==> src/design/cce_pkg.sv <==
// Shared types and constants of the Coulomb counter with EMA current filter.
package cce_pkg;

	// Datapath widths.
	localparam int F_W     = 34;            // filter value, 0.1 mA with 16 fraction bits
	localparam int CHG_W   = 50;            // signed charge step, filter times elapsed time
	localparam int MAG_W   = 48;            // magnitude of the charge step
	localparam int EM_W    = 54;            // magnitude of the energy step
	localparam int DLT_W   = EM_W + 1;      // widest signed step added to a total
	localparam int LOAD_W  = 23;            // load voltage, 10 uV
	localparam int LMAG_W  = 22;            // magnitude of the load voltage
	localparam int MUL_W   = 72;            // product register of the shift-add unit
	localparam int MB_W    = LMAG_W;        // widest multiplier operand
	localparam int CNT_W   = $clog2(MB_W + 1);
	localparam int IN_W    = 64;
	localparam int OUT_W   = 296;

	// Number of multiplier bits scanned for each product.
	localparam logic [CNT_W-1:0] ALPHA_BITS = CNT_W'(16);
	localparam logic [CNT_W-1:0] EL_BITS    = CNT_W'(16);
	localparam logic [CNT_W-1:0] LOAD_BITS  = CNT_W'(MB_W);

	localparam logic [21:0] LOAD_SCALE = 22'd100;     // mV to 10 uV
	localparam logic [15:0] ROUND_HALF = 16'h8000;    // half of 2^16

	// Register indexes on the configuration channel.
	localparam logic [1:0] REG_DEADBAND  = 2'd0;
	localparam logic [1:0] REG_EMA_ALPHA = 2'd1;
	localparam logic [1:0] REG_IDLE_BAND = 2'd2;

	// Power state codes.
	localparam logic [1:0] PS_IDLE      = 2'd0;
	localparam logic [1:0] PS_CHARGE    = 2'd1;
	localparam logic [1:0] PS_DISCHARGE = 2'd2;

	typedef enum logic [3:0] {
		S_IDLE,
		S_EMA_GO,
		S_EMA_WAIT,
		S_EMA_UPD,
		S_CHG_GO,
		S_CHG_WAIT,
		S_CHG_ACC,
		S_NRG_GO,
		S_NRG_WAIT,
		S_NRG_ACC,
		S_PUB
	} cce_state_t;

	// Which product the shared multiplier forms.
	typedef enum logic [1:0] {
		MOP_EMA,
		MOP_CHG,
		MOP_NRG
	} cce_mop_t;

	typedef struct packed {
		logic in_valid;
		logic mul_done;
		logic out_busy;
	} cce_status_t;

	typedef struct packed {
		logic     in_ready;
		logic     load_in;
		logic     mul_start;
		cce_mop_t mul_sel;
		logic     ema_upd;
		logic     chg_acc;
		logic     nrg_acc;
		logic     publish;
	} cce_ctrl_t;

endpackage

==> src/design/cce_mul.sv <==
// Shared shift-add multiplier: one multiplier bit and one add per cycle.
module cce_mul (
	input  logic                              clk,
	input  logic                              arst_n,
	input  logic                              start,
	input  logic [cce_pkg::MUL_W-1:0]         mcand,
	input  logic [cce_pkg::MB_W-1:0]          mplier,
	input  logic [cce_pkg::CNT_W-1:0]         nbits,
	input  logic [15:0]                       bias,
	output logic [cce_pkg::MUL_W-1:0]         product,
	output logic                              done
);

	logic                          busy_q;
	logic                          done_q;
	logic [cce_pkg::CNT_W-1:0]     cnt_q;
	logic [cce_pkg::MUL_W-1:0]     acc_q;
	logic [cce_pkg::MUL_W-1:0]     mcand_q;
	logic [cce_pkg::MB_W-1:0]      mplier_q;

	always_ff @(posedge clk or negedge arst_n) begin
		if (!arst_n) begin
			busy_q <= 1'b0;
			done_q <= 1'b0;
			cnt_q  <= '0;
		end else begin
			done_q <= 1'b0;
			if (start) begin
				busy_q <= 1'b1;
				cnt_q  <= nbits;
			end else if (busy_q) begin
				cnt_q <= cnt_q - 1'b1;
				if (cnt_q == cce_pkg::CNT_W'(1)) begin
					busy_q <= 1'b0;
					done_q <= 1'b1;
				end
			end
		end
	end

	// The multiplicand arrives sign extended, so the sum of its shifted copies is the
	// two's complement product for an unsigned multiplier.
	always_ff @(posedge clk) begin
		if (start) begin
			acc_q    <= {{(cce_pkg::MUL_W-16){1'b0}}, bias};
			mcand_q  <= mcand;
			mplier_q <= mplier;
		end else if (busy_q) begin
			if (mplier_q[0]) begin
				acc_q <= acc_q + mcand_q;
			end
			mcand_q  <= {mcand_q[cce_pkg::MUL_W-2:0], 1'b0};
			mplier_q <= {1'b0, mplier_q[cce_pkg::MB_W-1:1]};
		end
	end

	assign product = acc_q;
	assign done    = done_q;

	a_no_restart: assert property (@(posedge clk) disable iff (!arst_n)
		start |-> !busy_q)
		else $error("multiplier started while busy");

	a_start_busy: assert property (@(posedge clk) disable iff (!arst_n)
		start |=> busy_q)
		else $error("multiplier did not begin after start");

	a_done_idle: assert property (@(posedge clk) disable iff (!arst_n)
		done_q |-> !busy_q && $past(busy_q))
		else $error("multiplier done without a finished run");

endmodule

==> src/design/cce_fsm.sv <==
// Sequencer that steps one sample through the shared multiplier and the totals.
module cce_fsm (
	input  logic                 clk,
	input  logic                 arst_n,
	input  cce_pkg::cce_status_t st,
	output cce_pkg::cce_ctrl_t   ctrl
);

	cce_pkg::cce_state_t state_q;
	cce_pkg::cce_state_t state_d;

	always_ff @(posedge clk or negedge arst_n) begin
		if (!arst_n) begin
			state_q <= cce_pkg::S_IDLE;
		end else begin
			state_q <= state_d;
		end
	end

	always_comb begin
		state_d = state_q;
		case (state_q)
			cce_pkg::S_IDLE:     if (st.in_valid) state_d = cce_pkg::S_EMA_GO;
			cce_pkg::S_EMA_GO:   state_d = cce_pkg::S_EMA_WAIT;
			cce_pkg::S_EMA_WAIT: if (st.mul_done) state_d = cce_pkg::S_EMA_UPD;
			cce_pkg::S_EMA_UPD:  state_d = cce_pkg::S_CHG_GO;
			cce_pkg::S_CHG_GO:   state_d = cce_pkg::S_CHG_WAIT;
			cce_pkg::S_CHG_WAIT: if (st.mul_done) state_d = cce_pkg::S_CHG_ACC;
			cce_pkg::S_CHG_ACC:  state_d = cce_pkg::S_NRG_GO;
			cce_pkg::S_NRG_GO:   state_d = cce_pkg::S_NRG_WAIT;
			cce_pkg::S_NRG_WAIT: if (st.mul_done) state_d = cce_pkg::S_NRG_ACC;
			cce_pkg::S_NRG_ACC:  state_d = cce_pkg::S_PUB;
			cce_pkg::S_PUB:      if (!st.out_busy) state_d = cce_pkg::S_IDLE;
			default:             state_d = cce_pkg::S_IDLE;
		endcase
	end

	always_comb begin
		ctrl           = '0;
		ctrl.mul_sel   = cce_pkg::MOP_EMA;
		case (state_q)
			cce_pkg::S_IDLE: begin
				ctrl.in_ready = 1'b1;
				ctrl.load_in  = st.in_valid;
			end
			cce_pkg::S_EMA_GO: begin
				ctrl.mul_start = 1'b1;
				ctrl.mul_sel   = cce_pkg::MOP_EMA;
			end
			cce_pkg::S_EMA_UPD: ctrl.ema_upd = 1'b1;
			cce_pkg::S_CHG_GO: begin
				ctrl.mul_start = 1'b1;
				ctrl.mul_sel   = cce_pkg::MOP_CHG;
			end
			cce_pkg::S_CHG_ACC: ctrl.chg_acc = 1'b1;
			cce_pkg::S_NRG_GO: begin
				ctrl.mul_start = 1'b1;
				ctrl.mul_sel   = cce_pkg::MOP_NRG;
			end
			cce_pkg::S_NRG_ACC: ctrl.nrg_acc = 1'b1;
			cce_pkg::S_PUB:     ctrl.publish = !st.out_busy;
			default:            ctrl = '0;
		endcase
	end

endmodule

==> src/design/coulomb_counter_ema.sv <==
// Top level of the Coulomb counter with EMA current filter and saturating totals.
// Each power-monitor sample on the s_ stream (elapsed ms, current, shunt and bus voltage)
// has its current zeroed inside the deadband, passes an EMA primed by the first sample,
// and is integrated into net charge, discharge and charge totals and net energy, all
// saturating (net values at signed ACC_WIDTH bits, the other two at ACC_WIDTH-1 bits);
// one result per sample leaves on the m_ stream. The result is presented in the same
// cycle in which s_tready rises again, so no new sample is accepted until the previous
// one is published. A single shift-add multiplier scans one multiplier bit per cycle for
// three products in turn: the filter weight (16 bits), the elapsed time (16 bits) and
// the load voltage (22 bits). s_tready is high only between samples.
// Results sit in an output register, so the next sample is taken while a result waits;
// a finished sample holds until that register is free. Registers on the cfg channel
// (0 deadband, 1 ema_alpha, 2 idle_band) are written whenever cfg_valid is high and
// should change only while idle.
module coulomb_counter_ema #(
	parameter int ACC_WIDTH = 64
) (
	input  logic                       clk,
	input  logic                       arst_n,
	input  logic                       s_tvalid,
	output logic                       s_tready,
	// elapsed_ms[15:0], current_sample[31:16], shunt_voltage[47:32], bus_voltage[62:48]
	input  logic [cce_pkg::IN_W-1:0]   s_tdata,
	output logic                       m_tvalid,
	input  logic                       m_tready,
	// filtered_current[15:0], load_voltage[38:16], net_charge[102:39],
	// out_charge[165:103], in_charge[228:166], net_energy[292:229], power_state[294:293]
	output logic [cce_pkg::OUT_W-1:0]  m_tdata,
	input  logic                       cfg_valid,
	output logic                       cfg_ready,
	input  logic [1:0]                 cfg_index,
	input  logic [15:0]                cfg_data
);

	localparam int SUM_W = ((ACC_WIDTH > cce_pkg::DLT_W) ? ACC_WIDTH : cce_pkg::DLT_W) + 1;
	localparam logic signed [SUM_W-1:0] SAT_MAX =
		{{(SUM_W-ACC_WIDTH+1){1'b0}}, {(ACC_WIDTH-1){1'b1}}};
	localparam logic signed [SUM_W-1:0] SAT_MIN = ~SAT_MAX;

	cce_pkg::cce_status_t st;
	cce_pkg::cce_ctrl_t   ctrl;

	// Configuration.
	logic [14:0] deadband_q;
	logic [15:0] alpha_q;
	logic [14:0] idle_band_q;

	// Sample and filter state.
	logic signed [15:0]                  cur_q;
	logic [15:0]                         el_q;
	logic signed [cce_pkg::LOAD_W-1:0]   load_q;
	logic [cce_pkg::LMAG_W-1:0]          load_mag_q;
	logic                                load_neg_q;
	logic signed [cce_pkg::F_W-1:0]      f_q;
	logic                                primed_q;
	logic [cce_pkg::MAG_W-1:0]           chg_mag_q;

	// Totals.
	logic signed [ACC_WIDTH-1:0] net_q;
	logic [ACC_WIDTH-2:0]        out_q;
	logic [ACC_WIDTH-2:0]        in_q;
	logic signed [ACC_WIDTH-1:0] nrg_q;

	// Output register.
	logic                                out_valid_q;
	logic signed [15:0]                  fc_oq;
	logic signed [cce_pkg::LOAD_W-1:0]   load_oq;
	logic signed [ACC_WIDTH-1:0]         net_oq;
	logic [ACC_WIDTH-2:0]                out_oq;
	logic [ACC_WIDTH-2:0]                in_oq;
	logic signed [ACC_WIDTH-1:0]         nrg_oq;
	logic [1:0]                          ps_oq;

	// Input decode.
	logic signed [15:0]                  in_cur;
	logic [16:0]                         in_cur_ext;
	logic [16:0]                         in_cur_mag;
	logic signed [15:0]                  in_cur_kept;
	logic [21:0]                         in_bus_scaled;
	logic signed [cce_pkg::LOAD_W-1:0]   in_load;
	logic [cce_pkg::LOAD_W-1:0]          in_load_neg;

	// Multiplier operands.
	logic [cce_pkg::MUL_W-1:0]           mul_mcand;
	logic [cce_pkg::MB_W-1:0]            mul_mplier;
	logic [cce_pkg::CNT_W-1:0]           mul_nbits;
	logic [15:0]                         mul_bias;
	logic [cce_pkg::MUL_W-1:0]           mul_prod;
	logic                                mul_done;
	logic [cce_pkg::F_W:0]               ema_diff;

	// Accumulation.
	logic                                f_neg;
	logic [cce_pkg::CHG_W-1:0]           chg;
	logic [cce_pkg::CHG_W-1:0]           chg_abs;
	logic [cce_pkg::MAG_W-1:0]           chg_mag;
	logic signed [SUM_W-1:0]             net_sum;
	logic [SUM_W-1:0]                    dir_base;
	logic [SUM_W-1:0]                    dir_sum;
	logic [ACC_WIDTH-2:0]                dir_next;
	logic [cce_pkg::EM_W-1:0]            em;
	logic [cce_pkg::DLT_W-1:0]           em_delta;
	logic signed [SUM_W-1:0]             nrg_sum;

	// Result formatting.
	logic signed [cce_pkg::F_W-1:0]      f_rnd;
	logic signed [cce_pkg::F_W-17:0]     fc_full;
	logic signed [15:0]                  fc;
	logic [cce_pkg::F_W-1:0]             f_mag;
	logic [1:0]                          ps;

	assign st.in_valid = s_tvalid;
	assign st.mul_done = mul_done;
	assign st.out_busy = out_valid_q && !m_tready;

	cce_fsm u_fsm (
		.clk    (clk),
		.arst_n (arst_n),
		.st     (st),
		.ctrl   (ctrl)
	);

	cce_mul u_mul (
		.clk     (clk),
		.arst_n  (arst_n),
		.start   (ctrl.mul_start),
		.mcand   (mul_mcand),
		.mplier  (mul_mplier),
		.nbits   (mul_nbits),
		.bias    (mul_bias),
		.product (mul_prod),
		.done    (mul_done)
	);

	assign cfg_ready = 1'b1;
	assign s_tready  = ctrl.in_ready;

	always_ff @(posedge clk or negedge arst_n) begin
		if (!arst_n) begin
			deadband_q  <= 15'd30;
			alpha_q     <= 16'd9830;
			idle_band_q <= 15'd10;
		end else if (cfg_valid) begin
			case (cfg_index)
				cce_pkg::REG_DEADBAND:  deadband_q  <= cfg_data[14:0];
				cce_pkg::REG_EMA_ALPHA: alpha_q     <= cfg_data;
				cce_pkg::REG_IDLE_BAND: idle_band_q <= cfg_data[14:0];
				default: ;
			endcase
		end
	end

	// Input decode: deadband and load voltage.
	always_comb begin
		in_cur        = $signed(s_tdata[31:16]);
		in_cur_ext    = {in_cur[15], in_cur};
		in_cur_mag    = in_cur[15] ? (17'd0 - in_cur_ext) : in_cur_ext;
		in_cur_kept   = (in_cur_mag < {2'b00, deadband_q}) ? 16'sd0 : in_cur;
		in_bus_scaled = {7'd0, s_tdata[62:48]} * cce_pkg::LOAD_SCALE;
		in_load       = $signed({1'b0, in_bus_scaled}
		                + {{(cce_pkg::LOAD_W-16){s_tdata[47]}}, s_tdata[47:32]});
		in_load_neg   = {cce_pkg::LOAD_W{1'b0}} - in_load;
	end

	// Operand selection for the shared multiplier.
	always_comb begin
		ema_diff = {{3{cur_q[15]}}, cur_q, 16'h0000} - {f_q[cce_pkg::F_W-1], f_q};
		case (ctrl.mul_sel)
			cce_pkg::MOP_EMA: begin
				mul_mcand  = {{(cce_pkg::MUL_W-cce_pkg::F_W-1){ema_diff[cce_pkg::F_W]}},
				              ema_diff};
				mul_mplier = {{(cce_pkg::MB_W-16){1'b0}}, alpha_q};
				mul_nbits  = cce_pkg::ALPHA_BITS;
				mul_bias   = cce_pkg::ROUND_HALF;
			end
			cce_pkg::MOP_CHG: begin
				mul_mcand  = {{(cce_pkg::MUL_W-cce_pkg::F_W){f_q[cce_pkg::F_W-1]}}, f_q};
				mul_mplier = {{(cce_pkg::MB_W-16){1'b0}}, el_q};
				mul_nbits  = cce_pkg::EL_BITS;
				mul_bias   = 16'h0000;
			end
			cce_pkg::MOP_NRG: begin
				mul_mcand  = {{(cce_pkg::MUL_W-cce_pkg::MAG_W){1'b0}}, chg_mag_q};
				mul_mplier = load_mag_q;
				mul_nbits  = cce_pkg::LOAD_BITS;
				mul_bias   = cce_pkg::ROUND_HALF;
			end
			default: begin
				mul_mcand  = '0;
				mul_mplier = '0;
				mul_nbits  = cce_pkg::ALPHA_BITS;
				mul_bias   = 16'h0000;
			end
		endcase
	end

	// Saturating updates of the totals.
	always_comb begin
		f_neg    = f_q[cce_pkg::F_W-1];
		chg      = mul_prod[cce_pkg::CHG_W-1:0];
		chg_abs  = f_neg ? ({cce_pkg::CHG_W{1'b0}} - chg) : chg;
		chg_mag  = chg_abs[cce_pkg::MAG_W-1:0];
		net_sum  = $signed({{(SUM_W-ACC_WIDTH){net_q[ACC_WIDTH-1]}}, net_q}
		           + {{(SUM_W-cce_pkg::CHG_W){chg[cce_pkg::CHG_W-1]}}, chg});
		dir_base = {{(SUM_W-ACC_WIDTH+1){1'b0}}, (f_neg ? in_q : out_q)};
		dir_sum  = dir_base + {{(SUM_W-cce_pkg::MAG_W){1'b0}}, chg_mag};
		dir_next = (dir_sum > $unsigned(SAT_MAX)) ? SAT_MAX[ACC_WIDTH-2:0]
		                                          : dir_sum[ACC_WIDTH-2:0];
		em       = mul_prod[16 +: cce_pkg::EM_W];
		// The energy step is negative when load voltage and current differ in sign.
		em_delta = (load_neg_q ^ f_neg) ? ({cce_pkg::DLT_W{1'b0}} - {1'b0, em})
		                                : {1'b0, em};
		nrg_sum  = $signed({{(SUM_W-ACC_WIDTH){nrg_q[ACC_WIDTH-1]}}, nrg_q}
		           + {{(SUM_W-cce_pkg::DLT_W){em_delta[cce_pkg::DLT_W-1]}}, em_delta});
	end

	// Result formatting from the current filter value.
	always_comb begin
		f_rnd   = f_q + $signed({{(cce_pkg::F_W-16){1'b0}}, cce_pkg::ROUND_HALF});
		fc_full = f_rnd[cce_pkg::F_W-1:16];
		if (fc_full > $signed((cce_pkg::F_W-16)'(32767))) begin
			fc = 16'sh7FFF;
		end else if (fc_full < $signed(-(cce_pkg::F_W-16)'(32768))) begin
			fc = 16'sh8000;
		end else begin
			fc = fc_full[15:0];
		end
		f_mag = f_neg ? ({cce_pkg::F_W{1'b0}} - f_q) : f_q;
		if (f_mag < {{(cce_pkg::F_W-31){1'b0}}, idle_band_q, 16'h0000}) begin
			ps = cce_pkg::PS_IDLE;
		end else if (f_neg) begin
			ps = cce_pkg::PS_CHARGE;
		end else begin
			ps = cce_pkg::PS_DISCHARGE;
		end
	end

	always_ff @(posedge clk or negedge arst_n) begin
		if (!arst_n) begin
			f_q      <= '0;
			primed_q <= 1'b0;
			net_q    <= '0;
			out_q    <= '0;
			in_q     <= '0;
			nrg_q    <= '0;
		end else begin
			// The first sample after reset primes the filter with its own value.
			if (ctrl.load_in && !primed_q) begin
				f_q      <= {{2{in_cur_kept[15]}}, in_cur_kept, 16'h0000};
				primed_q <= 1'b1;
			end else if (ctrl.ema_upd) begin
				f_q <= f_q + $signed(mul_prod[16 +: cce_pkg::F_W]);
			end
			if (ctrl.chg_acc) begin
				if (net_sum > SAT_MAX) begin
					net_q <= SAT_MAX[ACC_WIDTH-1:0];
				end else if (net_sum < SAT_MIN) begin
					net_q <= SAT_MIN[ACC_WIDTH-1:0];
				end else begin
					net_q <= net_sum[ACC_WIDTH-1:0];
				end
				if (f_neg) begin
					in_q <= dir_next;
				end else begin
					out_q <= dir_next;
				end
			end
			if (ctrl.nrg_acc) begin
				if (nrg_sum > SAT_MAX) begin
					nrg_q <= SAT_MAX[ACC_WIDTH-1:0];
				end else if (nrg_sum < SAT_MIN) begin
					nrg_q <= SAT_MIN[ACC_WIDTH-1:0];
				end else begin
					nrg_q <= nrg_sum[ACC_WIDTH-1:0];
				end
			end
		end
	end

	always_ff @(posedge clk) begin
		if (ctrl.load_in) begin
			cur_q      <= in_cur_kept;
			el_q       <= s_tdata[15:0];
			load_q     <= in_load;
			load_neg_q <= in_load[cce_pkg::LOAD_W-1];
			load_mag_q <= in_load[cce_pkg::LOAD_W-1] ? in_load_neg[cce_pkg::LMAG_W-1:0]
			                                         : in_load[cce_pkg::LMAG_W-1:0];
		end
		if (ctrl.chg_acc) begin
			chg_mag_q <= chg_mag;
		end
	end

	always_ff @(posedge clk or negedge arst_n) begin
		if (!arst_n) begin
			out_valid_q <= 1'b0;
		end else if (ctrl.publish) begin
			out_valid_q <= 1'b1;
		end else if (m_tready) begin
			out_valid_q <= 1'b0;
		end
	end

	always_ff @(posedge clk) begin
		if (ctrl.publish) begin
			fc_oq   <= fc;
			load_oq <= load_q;
			net_oq  <= net_q;
			out_oq  <= out_q;
			in_oq   <= in_q;
			nrg_oq  <= nrg_q;
			ps_oq   <= ps;
		end
	end

	assign m_tvalid = out_valid_q;
	assign m_tdata  = {1'b0, ps_oq, 64'(nrg_oq), 63'(in_oq), 63'(out_oq), 64'(net_oq),
	                   load_oq, fc_oq};

	a_pub_valid: assert property (@(posedge clk) disable iff (!arst_n)
		ctrl.publish |=> m_tvalid)
		else $error("published result not presented");

	a_busy_after_accept: assert property (@(posedge clk) disable iff (!arst_n)
		s_tvalid && s_tready |=> !s_tready)
		else $error("block ready again right after a request");

	a_no_pub_overwrite: assert property (@(posedge clk) disable iff (!arst_n)
		ctrl.publish |-> !m_tvalid || m_tready)
		else $error("result register overwritten before it was taken");

endmodule
==> config.mk <==
export PLATFORM = sky130hd
export DESIGN_NAME = coulomb_counter_ema
export DESIGN_NICKNAME = d
export VERILOG_FILES = /design/src/design/cce_pkg.sv /design/src/design/cce_mul.sv /design/src/design/cce_fsm.sv /design/src/design/coulomb_counter_ema.sv
export SDC_FILE = /design/constraint.sdc
export NUM_CORES = 2
export LEC_CHECK = 0
export BUFFER_PORTS_ARGS = -buffer_cell sky130_fd_sc_hd__buf_4
export CAP_MARGIN = 5
export CORE_UTILIZATION = 52
export DETAILED_ROUTE_END_ITERATION = 12
export GPL_TIMING_DRIVEN = 0
export HOLD_SLACK_MARGIN = 0.1
export PLACE_DENSITY = 0.68
export RECOVER_POWER = 100
export SLEW_MARGIN = 30
export SYNTH_ARGS = -nofsm -noshare
export SYNTH_HDL_FRONTEND = slang
export SYNTH_SLANG_ARGS = --single-unit
==> constraint.sdc <==
create_clock -name clk -period 16.5 [get_ports clk]
set_input_delay 0.825 -clock clk [delete_from_list [all_inputs] [get_ports clk]]
set_output_delay 0.825 -clock clk [all_outputs]
set_load 0.02 [all_outputs]
==> flow_summary.toml <==
[outcome]
status = "complete, but fails checks"
violations = "capacitance limit, slew limit"

[clock_network]
clkTransAtPathRegs_ns = 0.06
cts_buffers = 101
cts_tree = "yes"
clk_latency_ns = 0.72
cts-root-buf = "clkbuf_16"
ctsHoldBuffers = 1
clk_path_buf_depth = 3
cts.htree.levels = 3
clock_sinks = 928
cts.repair.resized = 0
postCtsSetupRepairBufs = 0

[finish]
layout_commonest_cell = "nand2_1"
finalNonFillerCells = 8094
drive_gt1_share_pct = 6.36
fin_nets = 7033
syn2layout_area_growth_pct = 12.6
finish.instance_area_sq_um = 64800
final_cell_mix = "nand2_1, clkbuf_1, a21oi_1"
num-fill-cells = 9857

[global_route]
antenna_found_initial = 6
grt_use_total_pct = 33.4
grt_pass1_wl_um = 285000
grt_max_degree = 81
gr-total-overflow = 0
first_global_vias = 46500

[route]
drc_errors = 0
first_iter_violations = 4561
drt_pass1_iterations = 6
viasPerCell = 6.02
drt_wl_total_um = 191000
post_drt_wl_per_cell_um = 23.6
antenna_left = 0
vias = 48700

[floorplanning]
die_w_um = 335
rows = 121
die_y_um = 335
die-area_sq_um = 112000
ioPinCount = 386
core_sq_um = 109000
initial_core_util_pct = 52.6

[synth]
yosys_warnings = 0
synth_top_area_cell = "edfxtp_1"
syn-num-nets = 6525
syn-instance-count = 6018
synth_edf_count = 527
synth.avg_cell_area_sq_um = 9.56
synth.top_cell.area_share_pct = 27.5
synthDistinctLibCells = 106
synth_flop_cell = "edfxtp_1"
async_flop_share_pct = 37.4
ys_seq_elements = 928
ys_top_cells_by_area = "edfxtp_1, dfrtp_1, ha_1"
synthesis.area_sq_um = 57500
seq_area_frac_synth_pct = 44.5

[timing]
setup_violations = 0
tightest_slew_ns = 4.33
slew_violations = 526
clock_skew_ns = 0.0312
rsz0062_at_grt = "false"
period_needed_ns = 9.61
hold_viol = 0
period_share_pct = 58.3
fmax_mhz = 104
slew_headroom_pct = -188

[placed_design]
dp_hpwl_um = 148000
io_buffers = 381
place.gp.congestion = 0.991
placedCellCount = 7898
dpl-instance-area_sq_um = 62900

[worst_setup_path]
start_kind = "primary input"
path_class = "primary input to async pin"
end_kind = "async pin"
cp_max_fo = 79
critPathArrivalTime_ns = 9.42
crit_required_ns = 16.30

[flow_run]
max-cap-violations = 11

[hold_path]
hp-class = "primary input to flop"
Yosys cell counts (28+ instances only):
cell	instances
nand2_1	689
a21oi_1	571
edfxtp_1	527
nor2_1	488
o21ai_0	444
ha_1	404
dfrtp_1	334
xnor2_1	311
clkbuf_1	249
inv_1	223
a21o_1	174
xor2_1	151
nand3_1	119
mux2_2	85
nor3_1	84
nand4_1	82
a31oi_1	74
nor2b_1	57
a22oi_1	55
dfxtp_1	54
o21bai_1	53
nand2b_1	50
o31ai_1	50
and3_1	46
o21a_1	46
or3_1	41
a211oi_1	38
nor4_1	33
a21boi_0	28
o211ai_1	28
final timing paths:
path	startpoint	end	slack, ns	depth (start not counted)
max	arst_n	out_q[56]$_DFFE_PN0P_	6.89	4
min	s_tdata[3]	el_q[3]$_DFFE_PP_	0.30	1
max reg2reg	f_q[33]$_DFFE_PN0P_	in_q[24]$_DFFE_PN0P_	6.93	20
min reg2reg	load_q[11]$_DFFE_PP_	load_oq[11]$_DFFE_PP_	0.42	0
max in group clk	f_q[33]$_DFFE_PN0P_	in_q[24]$_DFFE_PN0P_	6.93	20
min in group asynchronous	arst_n	net_q[42]$_DFFE_PN0P_	1.29	2
cells by family after synthesis:
family                   count (synthesis)  share of synthesized area (%)
buffers and inverters                  511                           3.45
other                                    2                         0.0131
AND/OR/NAND/NOR                       1824                           14.7
multiplexers                            93                           1.81
adder cells (fa/ha/maj)                420                           9.35
XOR/XNOR                               462                           7.04
flip-flops                             928                           44.5
AO/OA/AOI/OAI                         1778                           19.2
sequential cells by signal, summed over array words and instances, names as in the netlist, 34 cells and up:
name,cells
chg_mag_q,48
out_oq,63
net_oq,64
out_q,63
nrg_oq,64
in_oq,63
nrg_q,64
u_mul.product,70
in_q,63
u_mul.mcand_q,70
net_q,64
f_q,34
critical path, stage by stage:
cell and delay, ns:
dlygate4sd3_1 0.52, clkbuf_1 1.54, clkbuf_1 3.08, clkbuf_1 3.21
metal layers:
| metal | routed length [um] | share of wire (%) | global-route usage, % | up-vias |
|---|---|---|---|---|
| met5 | 50 | 0.026 | 0 | - |
| li1 | - | - | - | 23000 |
| met2 | 87500 | 46 | 54.0 | 1959 |
| met4 | 7760 | 4.1 | 13.3 | 6 |
| met3 | 14700 | 7.7 | 4.98 | 340 |
| met1 | 80800 | 42 | 45.1 | 23500 |
cell type report:
type,instances,area (sq um),area share [%]
clock buffer,134,2780,4.30
clock inverter,58,876,1.35
antenna,3,7.51,0.0116
sequential,928,25600,39.5
timing repair buffer,405,1810,2.80
inverter,224,842,1.30
tap,1476,1850,2.85
multi-input combinational,4579,29900,46.1
buffer,287,1110,1.71
metrics by stage:
| step | TNS [ns] | setup slack [ns] | hold WS [ns] | utilization [%] |
|---|---|---|---|---|
| detailed placement | 0 | 8.16 | 0.405 | 57.5 |
| CTS | 0 | 8.09 | 0.249 | 60.9 |
| global route | 0 | 4.95 | 0.300 | 59.2 |
| finish | 0 | 6.89 | 0.302 | 59.2 |
| global placement | -809.74 | -2.80 | 0.402 | 56.9 |
| floorplan | 0 | 2.46 | 0.400 | - |
Power is not shown: default switching activity piles up to over one toggle a cycle in this logic, so the estimate is an artifact.
